[config.mk]
export PLATFORM = sky130hd
export DESIGN_NAME = greedy_word_wrap_stream
export DESIGN_NICKNAME = d
export VERILOG_FILES = /design/src/hdl/wwr_pkg.sv /design/src/hdl/greedy_word_wrap_stream.sv /design/src/hdl/wwr_ram.sv /design/src/hdl/wwr_cmdq.sv /design/src/hdl/wwr_front.sv /design/src/hdl/wwr_back.sv
export VERILOG_INCLUDE_DIRS = /design/src /design/src/hdl
export SDC_FILE = /design/constraint.sdc
export NUM_CORES = 2
export LEC_CHECK = 0
export BUFFER_PORTS_ARGS = -buffer_cell sky130_fd_sc_hd__clkbuf_2
export CORE_MARGIN = 4
export CORE_UTILIZATION = 40
export DETAILED_ROUTE_END_ITERATION = 8
export SLEW_MARGIN = 25
export SYNTH_ARGS = -nofsm -noshare
export SYNTH_HDL_FRONTEND = slang
export SYNTH_SLANG_ARGS = --single-unit
[constraint.sdc]
create_clock -name clk -period 13.6 [get_ports clk]
set_clock_uncertainty 0.15 [all_clocks]
set_input_delay 3.4 -clock clk [delete_from_list [all_inputs] [get_ports clk]]
set_output_delay 3.4 -clock clk [all_outputs]
set_load 0.005 [all_outputs]
[src/hdl/assert_macros.svh]
// assertion macros shared by the word wrap rtl
// each check is sampled on the rising clock edge and is off while reset is high
`ifndef ASSERT_MACROS_SVH
`define ASSERT_MACROS_SVH

// condition must hold at every sampled edge
`define CHK_ALWAYS(lbl, clk, rst, cond, msg) \
  lbl: assert property (@(posedge clk) disable iff (rst) (cond)) else $error(msg);

// consequent must hold at any edge where the antecedent holds
`define CHK_IMPLY(lbl, clk, rst, ante, cons, msg) \
  lbl: assert property (@(posedge clk) disable iff (rst) (ante) |-> (cons)) else $error(msg);

`endif

[src/hdl/wwr_pkg.sv]
`timescale 1ns / 1ps
// shared types and constants of the greedy word wrap stream
// no dependencies
package wwr_pkg;

  // widest line the word buffer can hold
  localparam int MAX_WIDTH = 62;

  // line and word lengths saturate at LEN_CAP
  localparam int              LEN_W   = 7;
  localparam logic [LEN_W-1:0] LEN_CAP = 7'd127;
  localparam logic [LEN_W-1:0] MAX_W   = LEN_W'(MAX_WIDTH);

  // word count, buffer index and two-bank buffer address
  localparam int CNT_W     = $clog2(MAX_WIDTH + 1);
  localparam int IDX_W     = (MAX_WIDTH > 1) ? $clog2(MAX_WIDTH) : 1;
  localparam int ADDR_W    = IDX_W + 1;
  localparam int RAM_DEPTH = 2 ** ADDR_W;

  // characters
  localparam logic [7:0] CH_NL  = 8'd10;
  localparam logic [7:0] CH_SP  = 8'd32;
  localparam logic [7:0] CH_TAB = 8'd9;
  localparam logic [7:0] CH_CR  = 8'd13;

  // one output run: newlines, a space, a buffered word, then a single tail word
  typedef struct packed {
    logic [1:0]       nl_count;
    logic             space;
    logic [CNT_W-1:0] word_len;
    logic             bank;
    logic             tail;
    logic [7:0]       tail_byte;
    logic             done;
    logic             overlong;
  } cmd_t;

  // back end hands a buffer bank back to the front end
  typedef struct packed {
    logic valid;
    logic bank;
  } release_t;

  // write port of the word buffer
  typedef struct packed {
    logic              en;
    logic [ADDR_W-1:0] addr;
    logic [7:0]        data;
  } ram_wr_t;

endpackage

[src/hdl/greedy_word_wrap_stream.sv]
`timescale 1ns / 1ps
// greedy word wrap stream, top level
// depends on wwr_pkg, wwr_ram, wwr_cmdq, wwr_front and wwr_back
//
// Input channel: push/full with byte_value and end_of_text; a word is taken at an
//   edge with push high and full low. end_of_text flushes the last word, emits the
//   closing newline (text_done) and readies the block for a new text.
// Output channel: empty/pop; one text byte per word, last_of_run marks the final
//   byte caused by an input word, overlong_flag is the sticky overflow status.
// Configuration: line_width is written by cfg_write/cfg_data; the user must write
//   it only while idle, the block itself does not enforce it. The run of an
//   input word goes through the command queue, run registers and output register.
// Throughput: the front end takes one word per cycle while full is low; the
//   sequencer emits one byte per cycle while the receiver pops, drawing on its
//   queue and the two-bank word buffer. full rises when the command queue is full
//   or the bank for the next word still drains.
// A stalled receiver holds the output register, then the queue fills and full
//   rises. Reset (synchronous) clears all control state and sets line_width to
//   62; the word buffer needs no clearing.
module greedy_word_wrap_stream #(
  parameter int CMDQ_DEPTH = 4
) (
  input  logic       clk,
  input  logic       rst,
  input  logic       cfg_write,
  input  logic [5:0] cfg_data,
  input  logic       push,
  output logic       full,
  input  logic [7:0] byte_value,
  input  logic       end_of_text,
  output logic       empty,
  input  logic       pop,
  output logic [7:0] out_byte,
  output logic       last_of_run,
  output logic       text_done,
  output logic       overlong_flag
);
  import wwr_pkg::*;

  logic [5:0]        line_width;
  logic              q_push;
  logic              q_full;
  logic              q_pop;
  logic              q_empty;
  cmd_t              q_wdata;
  cmd_t              q_rdata;
  ram_wr_t           ram_wr;
  logic [ADDR_W-1:0] rd_addr;
  logic [7:0]        rd_data;
  release_t          rel;

  // width register
  always_ff @(posedge clk) begin
    if (rst) begin
      line_width <= 6'd62;
    end else if (cfg_write) begin
      line_width <= cfg_data;
    end
  end

  // front end
  wwr_front u_front (
    .clk         (clk),
    .rst         (rst),
    .line_width  (line_width),
    .push        (push),
    .full        (full),
    .byte_value  (byte_value),
    .end_of_text (end_of_text),
    .q_full      (q_full),
    .q_push      (q_push),
    .q_cmd       (q_wdata),
    .ram_wr      (ram_wr),
    .rel         (rel)
  );

  // command queue
  wwr_cmdq #(
    .DEPTH (CMDQ_DEPTH)
  ) u_cmdq (
    .clk   (clk),
    .rst   (rst),
    .push  (q_push),
    .wdata (q_wdata),
    .full  (q_full),
    .pop   (q_pop),
    .rdata (q_rdata),
    .empty (q_empty)
  );

  // two-bank word buffer
  wwr_ram #(
    .WIDTH (8),
    .DEPTH (RAM_DEPTH)
  ) u_word_store (
    .clk   (clk),
    .we    (ram_wr.en),
    .waddr (ram_wr.addr),
    .wdata (ram_wr.data),
    .raddr (rd_addr),
    .rdata (rd_data)
  );

  // output sequencer
  wwr_back u_back (
    .clk           (clk),
    .rst           (rst),
    .q_empty       (q_empty),
    .q_cmd         (q_rdata),
    .q_pop         (q_pop),
    .rd_addr       (rd_addr),
    .rd_data       (rd_data),
    .rel           (rel),
    .empty         (empty),
    .pop           (pop),
    .out_byte      (out_byte),
    .last_of_run   (last_of_run),
    .text_done     (text_done),
    .overlong_flag (overlong_flag)
  );

endmodule

[src/hdl/wwr_ram.sv]
`timescale 1ns / 1ps
// generic single write, single read ram with registered read data
// no dependencies
module wwr_ram #(
  parameter int WIDTH = 8,
  parameter int DEPTH = 128
) (
  input  logic                     clk,
  input  logic                     we,
  input  logic [$clog2(DEPTH)-1:0] waddr,
  input  logic [WIDTH-1:0]         wdata,
  input  logic [$clog2(DEPTH)-1:0] raddr,
  output logic [WIDTH-1:0]         rdata
);

  logic [WIDTH-1:0] mem [DEPTH];

  // write port
  always_ff @(posedge clk) begin
    if (we) begin
      mem[waddr] <= wdata;
    end
  end

  // registered read
  always_ff @(posedge clk) begin
    rdata <= mem[raddr];
  end

endmodule

[src/hdl/wwr_cmdq.sv]
`timescale 1ns / 1ps
// short command queue between the wrap front end and the output sequencer
// depends on wwr_pkg
module wwr_cmdq #(
  parameter int DEPTH = 4
) (
  input  logic          clk,
  input  logic          rst,
  input  logic          push,
  input  wwr_pkg::cmd_t wdata,
  output logic          full,
  input  logic          pop,
  output wwr_pkg::cmd_t rdata,
  output logic          empty
);
  import wwr_pkg::*;

  localparam int PW = (DEPTH > 1) ? $clog2(DEPTH) : 1;
  localparam int CW = $clog2(DEPTH + 1);

  cmd_t          slots [DEPTH];
  logic [PW-1:0] wr_ptr;
  logic [PW-1:0] rd_ptr;
  logic [CW-1:0] count;
  logic          do_push;
  logic          do_pop;

  assign full    = (count == CW'(DEPTH));
  assign empty   = (count == '0);
  assign do_push = push && !full;
  assign do_pop  = pop && !empty;
  assign rdata   = slots[rd_ptr];

  // storage
  always_ff @(posedge clk) begin
    if (do_push) begin
      slots[wr_ptr] <= wdata;
    end
  end

  // pointers and fill level
  always_ff @(posedge clk) begin
    if (rst) begin
      wr_ptr <= '0;
      rd_ptr <= '0;
      count  <= '0;
    end else begin
      if (do_push) begin
        wr_ptr <= (wr_ptr == PW'(DEPTH - 1)) ? '0 : wr_ptr + 1'b1;
      end
      if (do_pop) begin
        rd_ptr <= (rd_ptr == PW'(DEPTH - 1)) ? '0 : rd_ptr + 1'b1;
      end
      case ({do_push, do_pop})
        2'b10:   count <= count + 1'b1;
        2'b01:   count <= count - 1'b1;
        default: count <= count;
      endcase
    end
  end

endmodule

[src/hdl/wwr_front.sv]
`timescale 1ns / 1ps
// wrap front end: takes text bytes, collects words and issues output runs
// depends on wwr_pkg and assert_macros.svh
`include "assert_macros.svh"
module wwr_front (
  input  logic              clk,
  input  logic              rst,
  input  logic [5:0]        line_width,
  input  logic              push,
  output logic              full,
  input  logic [7:0]        byte_value,
  input  logic              end_of_text,
  input  logic              q_full,
  output logic              q_push,
  output wwr_pkg::cmd_t     q_cmd,
  output wwr_pkg::ram_wr_t  ram_wr,
  input  wwr_pkg::release_t rel
);
  import wwr_pkg::*;

  function automatic logic [LEN_W-1:0] sat_inc(input logic [LEN_W-1:0] v);
    return (v < LEN_CAP) ? v + 1'b1 : LEN_CAP;
  endfunction

  // wrap state
  logic [LEN_W-1:0] word_length, word_length_next;
  logic [LEN_W-1:0] line_length, line_length_next;
  logic             inside_word, inside_word_next;
  logic             word_committed, word_committed_next;
  logic             prev_was_newline, prev_was_newline_next;
  logic             paragraph_pending, paragraph_pending_next;
  logic             overlong_seen, overlong_seen_next;
  logic             cur_bank;
  logic [1:0]       bank_busy;

  logic             accept;
  logic             blank;
  logic [LEN_W-1:0] w_eff;
  logic             cmd_valid;
  logic             wr_en;
  logic             para_start;
  logic [LEN_W-1:0] ll_p;
  logic [LEN_W-1:0] wl_p;
  logic             committed_p;

  // placement of a finished word
  logic [LEN_W:0]   pw_sum;
  logic             pw_nl;
  logic [LEN_W-1:0] ll_a;
  logic             pw_sp;
  logic [LEN_W-1:0] ll_b;
  logic [LEN_W:0]   ll_sum;
  logic [LEN_W-1:0] pw_ll;

  // stall while the queue is full or the bank for the next word still drains
  assign full   = q_full || bank_busy[cur_bank];
  assign accept = push && !full;
  assign blank  = byte_value inside {CH_SP, [CH_TAB:CH_CR]};
  assign w_eff  = ({1'b0, line_width} > MAX_W) ? MAX_W : {1'b0, line_width};

  assign pw_sum = {1'b0, line_length} + {{LEN_W{1'b0}}, 1'b1} + {1'b0, word_length};
  assign pw_nl  = (line_length != '0) && (pw_sum > {1'b0, w_eff});
  assign ll_a   = pw_nl ? '0 : line_length;
  assign pw_sp  = (ll_a != '0);
  assign ll_b   = pw_sp ? sat_inc(ll_a) : ll_a;
  assign ll_sum = {1'b0, ll_b} + {1'b0, word_length};
  assign pw_ll  = (ll_sum > {1'b0, LEN_CAP}) ? LEN_CAP : ll_sum[LEN_W-1:0];

  // a word byte that opens a new word
  assign para_start  = !inside_word && paragraph_pending;
  assign ll_p        = para_start ? '0 : line_length;
  assign wl_p        = inside_word ? word_length : '0;
  assign committed_p = inside_word && word_committed;

  // classify the byte and build its output run
  always_comb begin
    word_length_next       = word_length;
    line_length_next       = line_length;
    inside_word_next       = inside_word;
    word_committed_next    = word_committed;
    prev_was_newline_next  = prev_was_newline;
    paragraph_pending_next = paragraph_pending;
    overlong_seen_next     = overlong_seen;
    cmd_valid              = 1'b0;
    wr_en                  = 1'b0;
    q_cmd                  = '0;
    q_cmd.bank             = cur_bank;
    if (end_of_text) begin
      if (inside_word && !word_committed) begin
        q_cmd.nl_count = {1'b0, pw_nl};
        q_cmd.space    = pw_sp;
        q_cmd.word_len = word_length[CNT_W-1:0];
      end
      q_cmd.tail             = 1'b1;
      q_cmd.tail_byte        = CH_NL;
      q_cmd.done             = 1'b1;
      cmd_valid              = 1'b1;
      word_length_next       = '0;
      line_length_next       = '0;
      inside_word_next       = 1'b0;
      word_committed_next    = 1'b0;
      prev_was_newline_next  = 1'b0;
      paragraph_pending_next = 1'b0;
    end else if (blank) begin
      if (inside_word) begin
        if (!word_committed) begin
          q_cmd.nl_count   = {1'b0, pw_nl};
          q_cmd.space      = pw_sp;
          q_cmd.word_len   = word_length[CNT_W-1:0];
          cmd_valid        = 1'b1;
          line_length_next = pw_ll;
        end
        inside_word_next    = 1'b0;
        word_committed_next = 1'b0;
        word_length_next    = '0;
      end else if (prev_was_newline && byte_value == CH_NL) begin
        paragraph_pending_next = 1'b1;
        line_length_next       = '0;
      end
      prev_was_newline_next = (byte_value == CH_NL);
    end else begin
      prev_was_newline_next = 1'b0;
      inside_word_next      = 1'b1;
      line_length_next      = ll_p;
      word_length_next      = wl_p;
      word_committed_next   = committed_p;
      if (para_start) begin
        q_cmd.nl_count         = 2'd2;
        cmd_valid              = 1'b1;
        paragraph_pending_next = 1'b0;
      end
      if (committed_p) begin
        // overlong word streams straight out
        q_cmd.tail       = 1'b1;
        q_cmd.tail_byte  = byte_value;
        cmd_valid        = 1'b1;
        word_length_next = sat_inc(wl_p);
        line_length_next = sat_inc(ll_p);
      end else if (wl_p < w_eff && wl_p < MAX_W) begin
        wr_en            = 1'b1;
        word_length_next = wl_p + 1'b1;
      end else begin
        // word just outgrew the line: own line, flush buffer, then this byte
        overlong_seen_next  = 1'b1;
        word_committed_next = 1'b1;
        if (ll_p != '0) begin
          q_cmd.nl_count = 2'd1;
        end
        q_cmd.word_len   = wl_p[CNT_W-1:0];
        q_cmd.tail       = 1'b1;
        q_cmd.tail_byte  = byte_value;
        cmd_valid        = 1'b1;
        word_length_next = sat_inc(wl_p);
        line_length_next = sat_inc(wl_p);
      end
    end
    q_cmd.overlong = overlong_seen_next;
  end

  assign q_push      = accept && cmd_valid;
  assign ram_wr.en   = accept && wr_en;
  assign ram_wr.addr = {cur_bank, wl_p[IDX_W-1:0]};
  assign ram_wr.data = byte_value;

  // state update
  always_ff @(posedge clk) begin
    if (rst) begin
      word_length       <= '0;
      line_length       <= '0;
      inside_word       <= 1'b0;
      word_committed    <= 1'b0;
      prev_was_newline  <= 1'b0;
      paragraph_pending <= 1'b0;
      overlong_seen     <= 1'b0;
    end else if (accept) begin
      word_length       <= word_length_next;
      line_length       <= line_length_next;
      inside_word       <= inside_word_next;
      word_committed    <= word_committed_next;
      prev_was_newline  <= prev_was_newline_next;
      paragraph_pending <= paragraph_pending_next;
      overlong_seen     <= overlong_seen_next;
    end
  end

  // buffer banks: a queued word holds its bank until the back end has read it
  always_ff @(posedge clk) begin
    if (rst) begin
      cur_bank  <= 1'b0;
      bank_busy <= 2'b00;
    end else begin
      if (rel.valid) begin
        bank_busy[rel.bank] <= 1'b0;
      end
      if (q_push && q_cmd.word_len != '0) begin
        bank_busy[cur_bank] <= 1'b1;
        cur_bank            <= !cur_bank;
      end
    end
  end

  `CHK_IMPLY(a_write_free_bank, clk, rst, ram_wr.en, !bank_busy[cur_bank], "word write into a bank still being read")
  `CHK_IMPLY(a_push_room, clk, rst, q_push, !q_full, "command pushed into a full queue")
  `CHK_IMPLY(a_release_busy, clk, rst, rel.valid, bank_busy[rel.bank], "release of a bank that is not held")

endmodule

[src/hdl/wwr_back.sv]
`timescale 1ns / 1ps
// output sequencer: expands queued runs into single bytes behind an output register
// depends on wwr_pkg and assert_macros.svh
`include "assert_macros.svh"
module wwr_back (
  input  logic                       clk,
  input  logic                       rst,
  input  logic                       q_empty,
  input  wwr_pkg::cmd_t              q_cmd,
  output logic                       q_pop,
  output logic [wwr_pkg::ADDR_W-1:0] rd_addr,
  input  logic [7:0]                 rd_data,
  output wwr_pkg::release_t          rel,
  output logic                       empty,
  input  logic                       pop,
  output logic [7:0]                 out_byte,
  output logic                       last_of_run,
  output logic                       text_done,
  output logic                       overlong_flag
);
  import wwr_pkg::*;

  // run being expanded
  logic             active;
  logic [1:0]       nl_left;
  logic             space_left;
  logic [CNT_W-1:0] idx;
  logic [CNT_W-1:0] word_len;
  logic             bank;
  logic             tail_left;
  logic [7:0]       tail_byte;
  logic             done_flag;
  logic             ovl;
  logic             out_valid;

  logic             can_emit;
  logic             emit;
  logic             run_end;
  logic             fin;
  logic             load;
  logic [1:0]       nl_after;
  logic             sp_after;
  logic [CNT_W-1:0] idx_after;
  logic             tail_after;
  logic [7:0]       emit_byte;

  assign can_emit = !out_valid || pop;
  assign emit     = active && can_emit;

  // next word of the run, in order newlines, space, buffered word, tail
  always_comb begin
    nl_after   = nl_left;
    sp_after   = space_left;
    idx_after  = idx;
    tail_after = tail_left;
    emit_byte  = tail_byte;
    if (nl_left != 2'd0) begin
      emit_byte = CH_NL;
      nl_after  = nl_left - 2'd1;
    end else if (space_left) begin
      emit_byte = CH_SP;
      sp_after  = 1'b0;
    end else if (idx != word_len) begin
      emit_byte = rd_data;
      idx_after = idx + 1'b1;
    end else begin
      tail_after = 1'b0;
    end
  end

  assign run_end = (nl_after == 2'd0) && !sp_after && (idx_after == word_len) && !tail_after;
  assign fin     = emit && run_end;
  assign load    = !q_empty && (!active || fin);
  assign q_pop   = load;

  // buffer read address leads the run index, so the registered read data belongs to idx
  always_comb begin
    if (load) begin
      rd_addr = {q_cmd.bank, {IDX_W{1'b0}}};
    end else if (emit) begin
      rd_addr = {bank, idx_after[IDX_W-1:0]};
    end else begin
      rd_addr = {bank, idx[IDX_W-1:0]};
    end
  end

  assign rel.valid = fin && (word_len != '0);
  assign rel.bank  = bank;

  // run registers
  always_ff @(posedge clk) begin
    if (rst) begin
      active <= 1'b0;
    end else if (load) begin
      active <= 1'b1;
    end else if (fin) begin
      active <= 1'b0;
    end
  end

  always_ff @(posedge clk) begin
    if (load) begin
      nl_left    <= q_cmd.nl_count;
      space_left <= q_cmd.space;
      idx        <= '0;
      word_len   <= q_cmd.word_len;
      bank       <= q_cmd.bank;
      tail_left  <= q_cmd.tail;
      tail_byte  <= q_cmd.tail_byte;
      done_flag  <= q_cmd.done;
      ovl        <= q_cmd.overlong;
    end else if (emit) begin
      nl_left    <= nl_after;
      space_left <= sp_after;
      idx        <= idx_after;
      tail_left  <= tail_after;
    end
  end

  // output register
  always_ff @(posedge clk) begin
    if (rst) begin
      out_valid <= 1'b0;
    end else if (emit) begin
      out_valid <= 1'b1;
    end else if (pop) begin
      out_valid <= 1'b0;
    end
  end

  always_ff @(posedge clk) begin
    if (emit) begin
      out_byte      <= emit_byte;
      last_of_run   <= run_end;
      text_done     <= done_flag && run_end;
      overlong_flag <= ovl;
    end
  end

  assign empty = !out_valid;

  `CHK_IMPLY(a_run_not_exhausted, clk, rst, active, (nl_left != 2'd0) || space_left || (idx != word_len) || tail_left, "active run with nothing left")
  `CHK_IMPLY(a_done_is_last, clk, rst, out_valid && text_done, last_of_run, "closing newline not last of its run")
  `CHK_IMPLY(a_load_no_run, clk, rst, load && active, fin, "new run loaded over an unfinished one")

endmodule

# After elaboration in Yosys (flattened, before gate mapping)
# Memory sizes are Yosys's and may differ from the RTL's. A register that Yosys moved wholly into a read port is not among the register bits.
# Index checks and enable logic that the tools add are counted.
# word_totals
register_bits	75
ram_bits	1108
out_inout_bits	13
memories	2
# classes
add_sub_neg	12
order_cmp	14
eq_ne	14
muxes	108
n_bitwise	3
n_reduce_logical	54
# memory_table
memory	words	word_bits	rd	rd_ports_with_merged_regs	wr	line	rtl
u_word_store.mem	128	8	1	1	1	wwr_ram.sv:16	logic [WIDTH-1:0] mem [DEPTH];
u_cmdq.slots	4	21	1	1	1	wwr_cmdq.sv:21	cmd_t slots [DEPTH];
# ops
op	count
two-way mux 7 bit	21
two-way mux 6 bit	9
two-way mux 9 bit	6
two-way mux 1 bit	51
two-way mux 2 bit	15
two-way mux 8 bit	3
logical AND 1 bit	23
adder 7 x 1 -> 7 bit, second input constant	3
less-than comparator 7 bit, second input constant	3
nonzero test 7 bit	3
nonzero test 2 bit	6
nonzero test 6 bit	2
zero test 1 bit	10
adder 7 x 1 -> 8 bit, second input constant	1
adder 7 x 7 -> 8 bit	1
adder 8 x 7 -> 8 bit	1
== test 8 x 4 -> 1 bit, second input constant	1
== test 8 x 6 -> 1 bit, second input constant	1
>= comparator 8 x 4 -> 1 bit, second input constant	1
greater-than comparator 8 x 7 -> 1 bit	1
greater-than comparator 8 x 7 -> 1 bit, second input constant	1
<= comparator 8 x 4 -> 1 bit, second input constant	1
less-than comparator 7 x 6 -> 1 bit, second input constant	1
less-than comparator 7 bit	1
other kinds (30)	39

# Longest topological paths before layout
# logic_depth
ltp_word	15
ltp_mapped	30

# By module
# A second synthesis with hierarchy kept.
# hier_totals
cells_unflattened	2385
area_unflattened_um2	48313.8
# by_module_without_submodules
mod	n_inst	cells_per_inst	area_each_um2	seq_area_each_um2
wwr_ram	1	1635	39665.5	30909.6
wwr_cmdq	1	163	3510.9	2702.6
wwr_front	1	415	3036.7	440.4
wwr_back	1	153	1869.3	1121.1
greedy_word_wrap_stream	1	19	231.5	120.1

# Least setup slack after synthesis
# OpenSTA, ideal clock, no wires.
# synth_timing
path_type	input port to flip-flop
start	input pop
end	register u_cmdq.count[2]
arrival_ns	6.244
path_slack_ns	7.136
path_stages	16
path_cell_list	nand2b_1 nand2_1 nor2_1 and4b_1 buf_4 nor2_1 inv_1 buf_2 buf_2 buf_4 ha_1 inv_1 fa_1 xor2_1 or3_1 a21oi_1
# synth_via
elab_chain_cells	8
elab_cells_between_ends	10
# synth_rtl
element	line	rtl
from (decl)	greedy_word_wrap_stream.sv:32	input logic pop,
logical OR 1 bit *	wwr_back.sv:47	assign can_emit = !out_valid || pop;
logical AND 1 bit *	wwr_back.sv:48	assign emit = active && can_emit;
logical AND 1 bit *	wwr_back.sv:72	assign fin = emit && run_end;
logical OR 1 bit *	wwr_back.sv:73	assign load = !q_empty && (!active || fin);
logical AND 1 bit *	wwr_back.sv:73	
net q_pop	greedy_word_wrap_stream.sv:43	logic q_pop;
logical AND 1 bit *	wwr_cmdq.sv:31	assign do_pop = pop && !empty;
== test 2 x 1 -> 1 bit or == test 2 bit (tied branches)	wwr_cmdq.sv:54	case ({do_push, do_pop})
one-hot mux 3 bit (2 select lines) or nonzero test 2 bit (tied branches)	--	
to (signal assigned)	wwr_cmdq.sv:55	2'b10: count <= count + 1'b1;
to (signal assigned)	wwr_cmdq.sv:56	2'b01: count <= count - 1'b1;
to (signal assigned)	wwr_cmdq.sv:57	default: count <= count;
to (decl)	wwr_cmdq.sv:24	logic [CW-1:0] count;
# The timed path passes the listed nets; every way through them passes the cells marked *.
# A chain may end at the register's enable or synchronous reset.

# Worst setup path in the final report
# layout_timing
start	input pop
end	register u_word_store.rdata[6] (read register of u_word_store.mem)
# layout_via
elab_chain_cells	6
elab_cells_between_ends	7
# layout_rtl
element	line	rtl
logical OR 1 bit *	wwr_back.sv:47	
logical AND 1 bit *	wwr_back.sv:48	
net u_back.emit	wwr_back.sv:37	logic emit;
logical AND 1 bit	wwr_back.sv:72	
logical OR 1 bit	wwr_back.sv:73	
logical AND 1 bit	wwr_back.sv:73	
two-way mux 7 bit *	wwr_back.sv:78	if (load) begin
to (decl)	wwr_ram.sv:13	output logic [WIDTH-1:0] rdata
# Marks and branches as above.

==> results.toml <==
[hold_path]
hold_end = "u_back.overlong_flag$_DFFE_PP_"
min_from = "u_back.ovl$_DFFE_PP_"
min_path_cells = 0
hold_class = "flop to flop"

[yosys]
yosys.area.top_type_share_pct = 69.7
ys_types = 93
yosys_most_used_dff = "edfxtp_1"
ys_warn_count = 0
netlist_instances = 3505
synth_top_area_cell = "edfxtp_1"
ys_ff_latch = 1193
netlist_top_cells_area = "edfxtp_1, nor2_1, nand2_1"
async_reset_ff_share_pct = 0
syn-cell-area_mm2 = 0.0491
synth_edf_count = 1140
syn_avg_cell_area_um2 = 14.0
yosysSeqAreaShare_pct = 71.9

[worst_setup_path]
timing.rr.start = "u_front.word_length[1]$_SDFFE_PP0P_"
arrival_ns = 8.39
crit_chain = "clkbuf_2 -> nand2b_1 -> nand2_1 -> inv_1 -> o2111ai_1 -> a21oi_4 -> buf_4 -> nand2_2 -> inv_4 -> buf_4 -> mux2_1 -> o21ai_0 -> a21oi_1 -> o41ai_1 -> o32ai_1"
cp.required_ns = 13.98
reg2reg_slack_ns = 7.22
r2r_cells = 29
start_kind = "primary input"
cp-end-kind = "flop"
slowest_stage = "o41ai_1"
crit_top_cell = "buf_4"
crit_path_start = "pop"
critical_path.max_stage_delay_ns = 0.96
critPathMaxFanout = 41
r2r-end = "u_front.line_length[5]$_SDFFE_PP0P_"
crit_type = "primary input to flop"

[timing]
max_freq_ghz = 0.125
finalHoldViolCount = 0
fin_setup_tns_ns = 0
slew_viol_final = 0
rsz0062_at_grt = "no"
whs_ns = 0.274
timing.slew.headroom_pct = 20.7
finalSetupViolCount = 0
setup_ws_ns = 5.59
fin_crit_ns = 8.01
period_share_pct = 58.9
tightest_slew_ns = 1.19

[clock_network]
clockBufferDepth = 3
numClockSinks = 1193
clk_pin_slew_worst_paths_ns = 0.06
clock_latency_ns = 0.70
cts_resized = 0
root_buffer = "clkbuf_16"
hold_buffers = 0
htreeDepth = 3
cts_inserted_buffers = 120
cts_tree = "built"
cts_setup_buffers = 0

[finish]
postLayoutCellArea_mm2 = 0.0551
synthToLayoutAreaGrowth_pct = 12.2
fin_nets = 3628
fin_util_pct = 45.2
final_cells = 5296
drive_gt1_share_pct = 11.0

[routing]
drt-pass1-iter-count = 7
ant_nets = 0
via_count = 32700
viasPerCell = 6.18
drc = 0
avgRoutedWirePerCell_um = 30.8
drt_wl_total_um = 163000
dr.first_iter.drc_count = 4835

[global_route]
grt_pass1_vias = 30700
grt_pass1_wl_um = 230000
grt_max_degree = 85
grt-ovfl-total = 0
antenna_found_initial = 3
grt.total_usage_pct = 24.9

[die]
std_cell_rows = 128
die_h_um = 358
pin_count = 33
die_x_um = 358
die_area_mm2 = 0.128
coreArea_mm2 = 0.122
start_util_pct = 40.3

[placement]
dp_hpwl_um = 102000
io_buffers = 32
placed_area_mm2 = 0.0513
place_ws_ns = 5.05
placed_cells = 5069
gp_congestion = 0.967

[run]
max_cap_viol_count = 0

[power]
p_total_mw = 9.63
power.density_mw_per_mm2 = 175
ir_drop_mv = 0.171
total_leakage_power_nw = 17.7

[outcome]
status = "finished clean"
[synthesized netlist by cell type, drive strengths merged (39+ instances only)]
cell / number
edfxtp: 1140
nor2: 376
nand2: 362
o21ai: 168
nand3: 125
mux2i: 122
buf: 114
a21oi: 95
o22ai: 95
clkbuf: 93
a31oi: 63
nor3: 58
inv: 54
dfxtp: 53
o221ai: 39
[power breakdown]
group | leakage, nW | total (mW) | internal (mW) | switching [mW]
Clock | 1.85 | 3.22 | 1.81 | 1.42
Combinational | 5.13 | 2.16 | 0.563 | 1.60
Sequential | 10.8 | 4.25 | 4.15 | 0.0998
Total | 17.7 | 9.63 | 6.52 | 3.11
[layer usage]
metal	wire length [µm]	GRT usage, %	vias up
met3	19300	5.71	425
met5	0	0	-
li1	-	-	13600
met4	9240	12.5	0
met2	71800	37.6	2289
met1	62800	34.0	16400
[how the worst max path moves through the flow]
stage | to
floorplan | u_cmdq.count[2]$_SDFFE_PP0P_
detailed placement | u_word_store.rdata[6]$_DFF_P_
global placement | u_word_store.rdata[6]$_DFF_P_
finish | u_word_store.rdata[6]$_DFF_P_
CTS | u_word_store.rdata[6]$_DFF_P_
global route | u_word_store.rdata[6]$_DFF_P_
[placed cells by master (no fill, tap or decap), types with 39 or more instances in the layout]
cell       instances
o221ai_1          39
a31oi_1           63
inv_1             48
mux2i_1          122
o21ai_0          162
a21oi_1           91
buf_4             88
nand2_1          355
nor2_1           367
clkbuf_16        123
nand3_1          122
dfxtp_1           53
nor3_1            55
o22ai_1           95
edfxtp_1        1140
[state kept, by name (all words and copies together) (netlist names), 2 cells and up, named ones only]
name	count
u_word_store.mem	1024
u_cmdq.slots	84
u_back.out_byte	8
u_back.tail_byte	8
u_word_store.rdata	8
u_front.line_length	7
u_front.word_length	7
line_width	6
u_back.idx	6
u_back.word_len	6
u_cmdq.count	3
u_back.nl_left	2
u_cmdq.rd_ptr	2
u_cmdq.wr_ptr	2
u_front.bank_busy	2
[worst max-delay path: cells and delay by family]
| kind | cells | cell delay (ns) |
|---|---|---|
| AOI/OAI and AO/OA | 6 | 2.19 |
| buffers and inverters | 5 | 1.83 |
| muxes | 1 | 0.40 |
| and+or+nand+nor | 3 | 0.50 |
[cell families after synthesis]
family / after synthesis / synth area share, %
and+or+nand+nor: 1056 / 9.43
xor gates and xnor gates: 31 / 0.568
adders and majority gates: 41 / 1.09
muxes: 181 / 4.33
other: 1 / 0.00764
DFF: 1193 / 71.9
AOI/OAI and AO/OA: 741 / 10.4
buffers and inverters: 261 / 2.33
[area by class of cell]
class,count,area (µm²)
Sequential cell,1193,35300
Clock inverter,80,603
Antenna cell,1,2.50
Fill cell,10700,66800
Multi-Input combinational cell,2082,12900
Tap cell,1625,2030
Inverter,54,208
Clock buffer,145,3180
Timing Repair Buffer,116,856
(Power assumes the default switching activity.)
